**src/hdl/ptdg_pkg.sv**
```systemverilog
// ----------------------------------------------------------------------------
// ptdg_pkg - shared types and constants of the prime trial division generator
// Sequencer states, register map and fixed constants of the sequence.
// ----------------------------------------------------------------------------
`default_nettype none

package ptdg_pkg;

  // Sequencer states
  typedef enum logic [1:0] {
    S_IDLE,
    S_FETCH,
    S_DIV,
    S_DONE
  } state_t;

  // Register map: register index, taken from paddr[2]
  localparam logic REG_PRIME_COUNT = 1'b0;

  localparam int FIRST_PRIME = 2;
  localparam int FIRST_ODD   = 3;
  localparam int CAND_STEP   = 2;

  localparam int            COUNT_BITS  = 8;
  localparam logic [7:0]    COUNT_RESET = 8'd100;
  localparam int            APB_DATA_W  = 32;
  localparam int            APB_ADDR_W  = 3;

endpackage : ptdg_pkg

`default_nettype wire

```
**src/hdl/prime_trial_division_generator.sv**
```systemverilog
// ----------------------------------------------------------------------------
// prime_trial_division_generator - next prime per request, by trial division
// Each transfer on the input channel returns one result transfer holding the
// next prime of the ascending sequence, its index and last/exhausted flags.
// ----------------------------------------------------------------------------
// Usage:
//   Input channel (in_valid/in_ready, in_restart): one transfer requests the
//   next prime. in_restart = 1 clears the found primes and returns 2 again.
//   Result channel (out_valid/out_ready): one transfer per request carrying
//   out_prime_value, out_prime_index, out_last and out_exhausted.
//   APB port: register 0 (address 0) is prime_count, the length of the
//   sequence, clipped to MAX_PRIMES. Write it only while the block is idle.
// Timing:
//   One request at a time; in_ready is high only in the idle state. With the
//   result register free, a request that needs no search (first prime,
//   exhausted) passes through S_DONE into the output register and in_ready
//   returns at the same edge; no new request is taken before that. A search
//   adds, for each candidate and each stored prime tried, a table read (S_FETCH)
//   and a bit-serial division in the shared remainder unit (S_DIV). Trial
//   stops at the first stored prime that divides the candidate or whose
//   quotient falls below it, or at the last stored prime, so at most about
//   sqrt(p)/ln(sqrt(p)) divisions per candidate.
// Reset: rst_n (synchronous) clears the count, sets candidate to 3 and
//   prime_count to 100. The prime table is not cleared.
// Stall: a finished result waits in the output register; the next request is
//   accepted meanwhile and its result holds until the register frees up.
// ----------------------------------------------------------------------------
`default_nettype none

module prime_trial_division_generator #(
  parameter int MAX_PRIMES = 128,
  parameter int VALUE_BITS = 10
) (
  input  wire                                  clk,
  input  wire                                  rst_n,
  // request channel
  input  wire                                  in_valid,
  output logic                                 in_ready,
  input  wire                                  in_restart,
  // result channel
  output logic                                 out_valid,
  input  wire                                  out_ready,
  output logic [VALUE_BITS-1:0]                out_prime_value,
  output logic [$clog2(MAX_PRIMES)-1:0]        out_prime_index,
  output logic                                 out_last,
  output logic                                 out_exhausted,
  // configuration port
  input  wire                                  psel,
  input  wire                                  penable,
  input  wire                                  pwrite,
  input  wire  [ptdg_pkg::APB_ADDR_W-1:0]      paddr,
  input  wire  [ptdg_pkg::APB_DATA_W-1:0]      pwdata,
  output logic [ptdg_pkg::APB_DATA_W-1:0]      prdata,
  output logic                                 pready
);

  import ptdg_pkg::*;

  localparam int IW  = $clog2(MAX_PRIMES);        // table index
  localparam int FCW = $clog2(MAX_PRIMES + 1);    // found count
  localparam int W   = VALUE_BITS + 1;            // candidate, may pass the value range
  localparam int CW  = (FCW > COUNT_BITS) ? FCW : COUNT_BITS;
  localparam int BW  = $clog2(W);                 // division step counter

  localparam logic [W-1:0]  VALUE_MAX = {1'b0, {VALUE_BITS{1'b1}}};
  localparam logic [CW-1:0] DEPTH_CW  = CW'(MAX_PRIMES);

  // --------------------------------------------------------------------------
  // Configuration register
  // --------------------------------------------------------------------------
  logic [COUNT_BITS-1:0] prime_count_r;
  logic                  cfg_wr;

  assign pready = 1'b1;
  assign cfg_wr = psel && penable && pwrite && (paddr[2] == REG_PRIME_COUNT);

  always_ff @(posedge clk) begin
    if (!rst_n) begin
      prime_count_r <= COUNT_RESET;
    end else if (cfg_wr) begin
      prime_count_r <= pwdata[COUNT_BITS-1:0];
    end
  end

  always_comb begin
    prdata = '0;
    if (paddr[2] == REG_PRIME_COUNT) begin
      prdata = APB_DATA_W'(prime_count_r);
    end
  end

  // Clip the count to the table depth
  logic [CW-1:0] limit;
  always_comb begin
    limit = CW'(prime_count_r);
    if (limit > DEPTH_CW) begin
      limit = DEPTH_CW;
    end
  end

  // --------------------------------------------------------------------------
  // State
  // --------------------------------------------------------------------------
  state_t                state_r, state_nxt;
  logic [FCW-1:0]        found_r, found_nxt;
  logic [W-1:0]          cand_r, cand_nxt;
  logic [IW-1:0]         idx_r, idx_nxt;
  logic [W-1:0]          dvd_r, dvd_nxt;
  logic [W-1:0]          rem_r, rem_nxt;
  logic [W-1:0]          quo_r, quo_nxt;
  logic [BW-1:0]         bit_r, bit_nxt;

  // staged result
  logic [VALUE_BITS-1:0] res_value_r, res_value_nxt;
  logic [IW-1:0]         res_index_r, res_index_nxt;
  logic                  res_last_r, res_last_nxt;
  logic                  res_exh_r, res_exh_nxt;

  // output register
  logic                  out_valid_r, out_valid_nxt;
  logic [VALUE_BITS-1:0] out_value_r, out_value_nxt;
  logic [IW-1:0]         out_index_r, out_index_nxt;
  logic                  out_last_r, out_last_nxt;
  logic                  out_exh_r, out_exh_nxt;

  // prime table
  logic [VALUE_BITS-1:0] prime_mem [MAX_PRIMES];
  logic [VALUE_BITS-1:0] rd_data_r;
  logic                  wr_en;
  logic [IW-1:0]         wr_addr;
  logic [VALUE_BITS-1:0] wr_data;

  always_ff @(posedge clk) begin
    if (wr_en) begin
      prime_mem[wr_addr] <= wr_data;
    end
    rd_data_r <= prime_mem[idx_r];
  end

  // --------------------------------------------------------------------------
  // Shared remainder unit: one restoring step per cycle, MSB first
  // --------------------------------------------------------------------------
  logic [W-1:0] divisor;
  logic [W-1:0] shifted;
  logic         step_ge;
  logic [W-1:0] step_rem;
  logic [W-1:0] step_quo;

  assign divisor  = {1'b0, rd_data_r};
  assign shifted  = {rem_r[VALUE_BITS-1:0], dvd_r[W-1]};
  assign step_ge  = (shifted >= divisor);
  assign step_rem = step_ge ? (shifted - divisor) : shifted;
  assign step_quo = {quo_r[W-2:0], step_ge};

  // --------------------------------------------------------------------------
  // Sequencer
  // --------------------------------------------------------------------------
  logic [FCW-1:0] fc_eff;
  logic [W-1:0]   cand_eff;
  logic [W-1:0]   cand_plus;

  assign in_ready  = (state_r == S_IDLE);
  assign cand_plus = cand_r + W'(CAND_STEP);

  always_comb begin
    state_nxt     = state_r;
    found_nxt     = found_r;
    cand_nxt      = cand_r;
    idx_nxt       = idx_r;
    dvd_nxt       = dvd_r;
    rem_nxt       = rem_r;
    quo_nxt       = quo_r;
    bit_nxt       = bit_r;
    res_value_nxt = res_value_r;
    res_index_nxt = res_index_r;
    res_last_nxt  = res_last_r;
    res_exh_nxt   = res_exh_r;
    wr_en         = 1'b0;
    wr_addr       = found_r[IW-1:0];
    wr_data       = cand_r[VALUE_BITS-1:0];
    fc_eff        = in_restart ? '0 : found_r;
    cand_eff      = (in_restart ? W'(FIRST_ODD) : cand_r) | W'(1);

    // drop the held result once it is taken
    out_valid_nxt = out_valid_r && !out_ready;
    out_value_nxt = out_value_r;
    out_index_nxt = out_index_r;
    out_last_nxt  = out_last_r;
    out_exh_nxt   = out_exh_r;

    case (state_r)
      S_IDLE: begin
        if (in_valid) begin
          found_nxt     = fc_eff;
          cand_nxt      = cand_eff;
          res_value_nxt = '0;
          res_index_nxt = '0;
          res_last_nxt  = 1'b0;
          res_exh_nxt   = 1'b1;
          if (CW'(fc_eff) >= limit) begin
            state_nxt = S_DONE;
          end else if (fc_eff == '0) begin
            // first prime needs no search
            wr_en         = 1'b1;
            wr_addr       = '0;
            wr_data       = VALUE_BITS'(FIRST_PRIME);
            found_nxt     = FCW'(1);
            res_value_nxt = VALUE_BITS'(FIRST_PRIME);
            res_last_nxt  = (limit == CW'(1));
            res_exh_nxt   = 1'b0;
            state_nxt     = S_DONE;
          end else if (cand_eff > VALUE_MAX) begin
            // every prime in range is stored: hold the candidate past the
            // range so each request stays exhausted until a restart
            state_nxt = S_DONE;
          end else begin
            idx_nxt   = '0;
            dvd_nxt   = cand_eff;
            rem_nxt   = '0;
            quo_nxt   = '0;
            bit_nxt   = '0;
            state_nxt = S_FETCH;
          end
        end
      end

      S_FETCH: begin
        // table read of entry idx_r lands in rd_data_r
        state_nxt = S_DIV;
      end

      S_DIV: begin
        dvd_nxt = dvd_r << 1;
        rem_nxt = step_rem;
        quo_nxt = step_quo;
        bit_nxt = bit_r + BW'(1);
        if (bit_r == BW'(W - 1)) begin
          rem_nxt = '0;
          quo_nxt = '0;
          bit_nxt = '0;
          if (step_rem == '0) begin
            // composite: advance to the next odd candidate
            if (cand_plus > VALUE_MAX) begin
              // range used up; the candidate stays past it
              cand_nxt      = cand_plus;
              res_value_nxt = '0;
              res_index_nxt = '0;
              res_last_nxt  = 1'b0;
              res_exh_nxt   = 1'b1;
              state_nxt     = S_DONE;
            end else begin
              cand_nxt  = cand_plus;
              idx_nxt   = '0;
              dvd_nxt   = cand_plus;
              state_nxt = S_FETCH;
            end
          end else if ((step_quo < divisor) ||
                       (FCW'(idx_r) + FCW'(1) == found_r)) begin
            // divisor beyond the square root, or table exhausted: prime
            wr_en         = 1'b1;
            found_nxt     = found_r + FCW'(1);
            cand_nxt      = cand_plus;
            res_value_nxt = cand_r[VALUE_BITS-1:0];
            res_index_nxt = found_r[IW-1:0];
            res_last_nxt  = (CW'(found_r) + CW'(1) == limit);
            res_exh_nxt   = 1'b0;
            state_nxt     = S_DONE;
          end else begin
            idx_nxt   = idx_r + IW'(1);
            dvd_nxt   = cand_r;
            state_nxt = S_FETCH;
          end
        end
      end

      S_DONE: begin
        // hold until the output register is free
        if (!out_valid_r || out_ready) begin
          out_valid_nxt = 1'b1;
          out_value_nxt = res_value_r;
          out_index_nxt = res_index_r;
          out_last_nxt  = res_last_r;
          out_exh_nxt   = res_exh_r;
          state_nxt     = S_IDLE;
        end
      end

      default: begin
        state_nxt = S_IDLE;
      end
    endcase
  end

  always_ff @(posedge clk) begin
    if (!rst_n) begin
      state_r     <= S_IDLE;
      found_r     <= '0;
      cand_r      <= W'(FIRST_ODD);
      idx_r       <= '0;
      bit_r       <= '0;
      out_valid_r <= 1'b0;
    end else begin
      state_r     <= state_nxt;
      found_r     <= found_nxt;
      cand_r      <= cand_nxt;
      idx_r       <= idx_nxt;
      bit_r       <= bit_nxt;
      out_valid_r <= out_valid_nxt;
    end
  end

  always_ff @(posedge clk) begin
    dvd_r       <= dvd_nxt;
    rem_r       <= rem_nxt;
    quo_r       <= quo_nxt;
    res_value_r <= res_value_nxt;
    res_index_r <= res_index_nxt;
    res_last_r  <= res_last_nxt;
    res_exh_r   <= res_exh_nxt;
    out_value_r <= out_value_nxt;
    out_index_r <= out_index_nxt;
    out_last_r  <= out_last_nxt;
    out_exh_r   <= out_exh_nxt;
  end

  assign out_valid       = out_valid_r;
  assign out_prime_value = out_value_r;
  assign out_prime_index = out_index_r;
  assign out_last        = out_last_r;
  assign out_exhausted   = out_exh_r;

  // --------------------------------------------------------------------------
  // Assertions
  // --------------------------------------------------------------------------
  a_one_at_a_time: assert property (@(posedge clk) disable iff (!rst_n)
    (in_valid && in_ready) |=> !in_ready)
    else $error("request accepted while another is in progress");

  a_found_bound: assert property (@(posedge clk) disable iff (!rst_n)
    (CW'(found_r) <= DEPTH_CW))
    else $error("found count above table depth");

  a_exh_clean: assert property (@(posedge clk) disable iff (!rst_n)
    (out_valid && out_exhausted) |->
      (out_prime_value == '0 && out_prime_index == '0 && !out_last))
    else $error("exhausted result carries a prime");

  a_prime_nonzero: assert property (@(posedge clk) disable iff (!rst_n)
    (out_valid && !out_exhausted) |-> (out_prime_value != '0))
    else $error("zero prime reported");

  a_divisor_nonzero: assert property (@(posedge clk) disable iff (!rst_n)
    (state_r == S_DIV) |-> (rd_data_r != '0))
    else $error("trial division by zero");

endmodule : prime_trial_division_generator

`default_nettype wire

```
**config.mk**
```make
export PLATFORM = sky130hd
export DESIGN_NAME = prime_trial_division_generator
export DESIGN_NICKNAME = d
export VERILOG_FILES = /design/src/hdl/ptdg_pkg.sv /design/src/hdl/prime_trial_division_generator.sv
export SDC_FILE = /design/constraint.sdc
export NUM_CORES = 2
export LEC_CHECK = 0
export BUFFER_PORTS_ARGS = -buffer_cell sky130_fd_sc_hd__buf_4
export CELL_PAD_IN_SITES_DETAIL_PLACEMENT = 2
export CELL_PAD_IN_SITES_GLOBAL_PLACEMENT = 2
export CORE_MARGIN = 3
export CORE_UTILIZATION = 54
export CTS_CLUSTER_SIZE = 28
export DETAILED_ROUTE_END_ITERATION = 6
export PLACE_DENSITY_LB_ADDON = 0.3
export SYNTH_ARGS = -nofsm -noshare
export SYNTH_HDL_FRONTEND = slang
export SYNTH_SLANG_ARGS = --single-unit
```
**constraint.sdc**
```tcl
create_clock -name clk -period 9.3 [get_ports clk]
set_clock_uncertainty 0.15 [all_clocks]
set_input_delay 1.86 -clock clk [delete_from_list [all_inputs] [get_ports clk]]
set_output_delay 1.86 -clock clk [all_outputs]
set_load 0.01 [all_outputs]
```
==> results of run 1 <==
## cells by family after synthesis
group                    synth area share [%]
flip-flops                               74.0
AND/OR/NAND/NOR                          3.97
multiplexers                             17.2
buffers and inverters                    1.61
AO/OA/AOI/OAI                            1.95
adder cells (fa/ha/maj)                 0.772
XOR/XNOR                                0.500
other                                  0.0134
## through the flow
step	worst slack, ns	cells	hold WS, ns	cell area, sq um	utilization [%]
2_1_floorplan	3.47	2742	0.250	56200	-
3_3_place_gp	3.13	4019	0.253	57800	56.4
3_5_place_dp	2.50	4019	0.259	57800	56.4
==> results.tsv, run 1 <==
stage	metric	value	unit
placed_design	io_buffers	45	
synthesis	syn_inst	2719	
synthesis	synth_area_per_cell	20.6	sq um
status	status	stopped before the end	
synthesis	ys_ff_latch	1400	
synthesis	yosys.area.top_type_share	72.2	%
synthesis	yosysUniqueCellTypes	79	
clock_tree	post_cts_resized	0	
synthesis	synth.area.top_cells	edfxtp_1, mux4_2, dfxtp_1	
floorplanning	die_w	328	microns
clock_tree	cts.sinks	1400	
synthesis	synthFlopType	edfxtp_1	
synthesis	synth.largest_area_cell	edfxtp_1	
status	stop_stage	4_1_cts	
clock_tree	postCtsHoldBufs	0	
floorplanning	die_h	328	microns
clock_tree	clockBufferDepth	3	
clock_tree	cts_buffers	144	
synthesis	synth-edff-count	1349	
synthesis	yosysMostFrequentCell	edfxtp_1	
synthesis	ys_warn_count	0	
synthesis	synth_seq_area_share	74.0	%
placed_design	hpwl	114000	microns
synthesis	netlist_area	56100	sq um
clock_tree	cts_max_level	4	
floorplanning	io_pins	97	
synthesis	yosys-top-cells-count	edfxtp_1, mux4_2, nor2_1	
floorplanning	start_util	54.7	%
placed_design	gp_congestion	0.817	
clock_tree	cts-root-buf	clkbuf_16	
clock_tree	cts_setup_buffers	0	
status	error_line	[ERROR DPL-0033] detailed placement checks failed during check placement.	
floorplanning	rows	117	
synthesis	synthArstFlopShare	0	%
==> run 2, diff against run 1 <==
==> config.mk (replaced) <==
export PLATFORM = sky130hd
export DESIGN_NAME = prime_trial_division_generator
export DESIGN_NICKNAME = d
export VERILOG_FILES = /design/src/hdl/ptdg_pkg.sv /design/src/hdl/prime_trial_division_generator.sv
export SDC_FILE = /design/constraint.sdc
export NUM_CORES = 2
export LEC_CHECK = 0
export BUFFER_PORTS_ARGS = -buffer_cell sky130_fd_sc_hd__buf_4
export CORE_MARGIN = 3
export CORE_UTILIZATION = 40
export DETAILED_ROUTE_END_ITERATION = 6
export PLACE_DENSITY_LB_ADDON = 0.15
export SYNTH_ARGS = -nofsm -noshare
export SYNTH_HDL_FRONTEND = slang
export SYNTH_SLANG_ARGS = --single-unit
==> run 2 against run 1 <==
Against the previous run:
- the flow now finishes without violations
- synthesized cell count unchanged
- area after synthesis unchanged
==> results.tsv, run 2 <==
stage	metric	value	unit	change
final_layout	fin_util	45.7	%	
synthesis	synthFlopType	edfxtp_1		unchanged
timing	final.setup.tns	0	ns	
timing	worstMarginPinSlew	1.17	ns	
synthesis	synth.area.top_cells	edfxtp_1, mux4_2, dfxtp_1		unchanged
synthesis	yosysMostFrequentCell	edfxtp_1		unchanged
synthesis	synth.largest_area_cell	edfxtp_1		unchanged
detailed_routing	drt-pass1-iter-count	6		
final_layout	layout.nets	2875		
synthesis	synth-edff-count	1349		unchanged
global_routing	grt_start_max_net_pins	147		
timing	finalCritPeriodShare	62.8	%	
synthesis	netlist_area	56100	sq um	unchanged
synthesis	yosys-top-cells-count	edfxtp_1, mux4_2, nor2_1		unchanged
detailed_routing	via_per_inst	5.62		
global_routing	grt.total_usage	18.6	%	
setup_path	critPathMaxFanout	22		
floorplanning	rows	136		was 117
setup_path	path_class	register to register		
global_routing	antenna_found_initial	4		
floorplanning	io_pins	97		unchanged
detailed_routing	drc	0		
timing	hold_viol	0		
synthesis	synth_area_per_cell	20.6	sq um	unchanged
synthesis	ys_warn_count	0		unchanged
synthesis	synthArstFlopShare	0	%	unchanged
final_layout	final_common_cell	edfxtp_1		
clock_tree	cts-root-buf	clkbuf_16		unchanged
clock_tree	cts_max_level	4		unchanged
flow_run	drv_cap	0		
synthesis	ys_ff_latch	1400		unchanged
clock_tree	post_cts_resized	0		unchanged
clock_tree	postCtsHoldBufs	0		unchanged
detailed_routing	drt_wl_total	134000	microns	
synthesis	yosysUniqueCellTypes	79		unchanged
final_layout	largest_reg_flops	1280		
global_routing	grt_pass1_vias	27472		
floorplanning	die_h	381	microns	was 328 microns
detailed_routing	wl_per_cell	28.1	microns	
final_layout	areaGrowthSynthToFinish	12.7	%	
final_layout	drive_gt1_share	26.0	%	
floorplanning	core_area	138000	sq um	
detailed_routing	drtIter0Drc	2727		
clock_tree	cts_buffers	147		was 144
global_routing	overflow	0		
final_layout	regMostFlops	prime_mem		
setup_path	crit_path_end_kind	register		
synthesis	syn_inst	2719		unchanged
final_layout	fillers	11472		
floorplanning	start_util	40.6	%	was 54.7%
detailed_routing	antenna_left	0		
timing	finalMaxSlewViolations	0		
clock_tree	clk_pin_slew_worst_paths	0.06	ns	
pwr	power.density	208	nW/um^2	
timing	min_period	5.84	ns	
final_layout	diodes	0		
placed_design	hpwl	79900	microns	was 114000 microns
floorplanning	dieArea	145000	sq um	
clock_tree	cts.sinks	1400		unchanged
timing	rsz0062_at_grt	no		
timing	fmax	171	MHz	
clock_tree	clockBufferDepth	3		unchanged
setup_path	start_kind	register		
clock_tree	cts_setup_buffers	0		unchanged
pwr	leakage	0.0183	uW	
detailed_routing	via_count	26856		
synthesis	synth_seq_area_share	74.0	%	unchanged
timing	relSlewSlack	21.7	%	
pwr	fin_total_pwr	13200	uW	
final_layout	top_regs	prime_mem x1280, cand_r x11, dvd_r x11		
status	status	complete, no violations		was stopped before the end
clock_tree	clock_latency	0.77	ns	
pwr	peakVddDrop	169	uV	
synthesis	yosys.area.top_type_share	72.2	%	unchanged
timing	setup_viol	0		
setup_path	worstPathArrival	6.07	ns	
global_routing	grt_first_pass_wirelength	196000	microns	
setup_path	required	9.53	ns	
clock_tree	cts_tree	done		
floorplanning	die_w	381	microns	was 328 microns
worst_hold_path	hold_class	register to register		
placed_design	io_buffers	45		unchanged
final_layout	final_cell_mix	edfxtp_1, mux4_2, nor2_1		
placed_design	gp_congestion	0.826		was 0.817
-- run 2: cell counts after synthesis --
Identical to the previous run, type by type.
-- run 2: metal layers --
metal / track usage [%] / up-vias / part of all wire, %
met1: 26.7 / 14505 / 44
met2: 29.8 / 790 / 49
met3: 3.15 / 165 / 5.4
met4: 4.54 / 0 / 2.0
met5: 0 / - / 0
li1: - / 11396 / -
-- run 2: cell families after synthesis --
kind of cell / count (synthesis) / share of synthesized area (%)
multiplexers: 435 / 17.2
buffers and inverters: 198 / 1.61
AO/OA/AOI/OAI: 163 / 1.95
adder cells (fa/ha/maj): 34 / 0.772
other: 2 / 0.0134
AND/OR/NAND/NOR: 455 / 3.97
flip-flops: 1400 / 74.0
XOR/XNOR: 32 / 0.500
-- run 2: per-stage QoR --
step                instances  worst slack (ns)  hold WS (ns)  instance area [sq um]
floorplan                2742              3.47         0.250                  56200
global placement         4512              3.03         0.262                  58400
detailed placement       4512              3.09         0.255                  58400
global route             4780              3.08         0.275                  63200
finish                   4780              3.46         0.268                  63200
CTS                      4780              3.30         0.269                  63200
-- run 2: final timing paths --
check	depth (start not counted)	slack, ns	to	start
setup / recovery	13	3.46	prime_mem[106][7]	dvd_r[10]
hold / removal	0	0.27	out_prime_index[2]	res_index_r[2]
setup reg to reg	13	3.46	prime_mem[106][7]	dvd_r[10]
hold reg to reg	0	0.27	out_prime_index[2]	res_index_r[2]
-- run 2: worst max-delay path: stages (launching register included) --
cell	delay, ns
edfxtp_1	0.39
inv_1	0.06
ha_1	0.22
fa_1	0.40
nand2b_1	0.25
a2111o_1	0.41
o311ai_0	0.19
nor4_1	0.11
mux2_1	0.34
nand4b_1	0.12
buf_4	0.26
and3_1	0.40
nand3_2	0.94
nor2_1	1.20
-- run 2: layout make-up --
cell class              count  area [sq um]  area share [%]
clock buffers             187          3940            6.22
well taps                1863          2330            3.69
inverters                  23          86.3           0.137
multi-input cells        1144         13800            21.8
repair buffers             82           653            1.03
flip-flops and latches   1400         41500            65.7
clock inverters            81           875            1.38
-- run 2: power by group --
part	switching (uW)	internal, uW
clock	2420	3430
combinational	252	99.1
sequential	25.5	6930
Power figures use the tool's default switching activity.
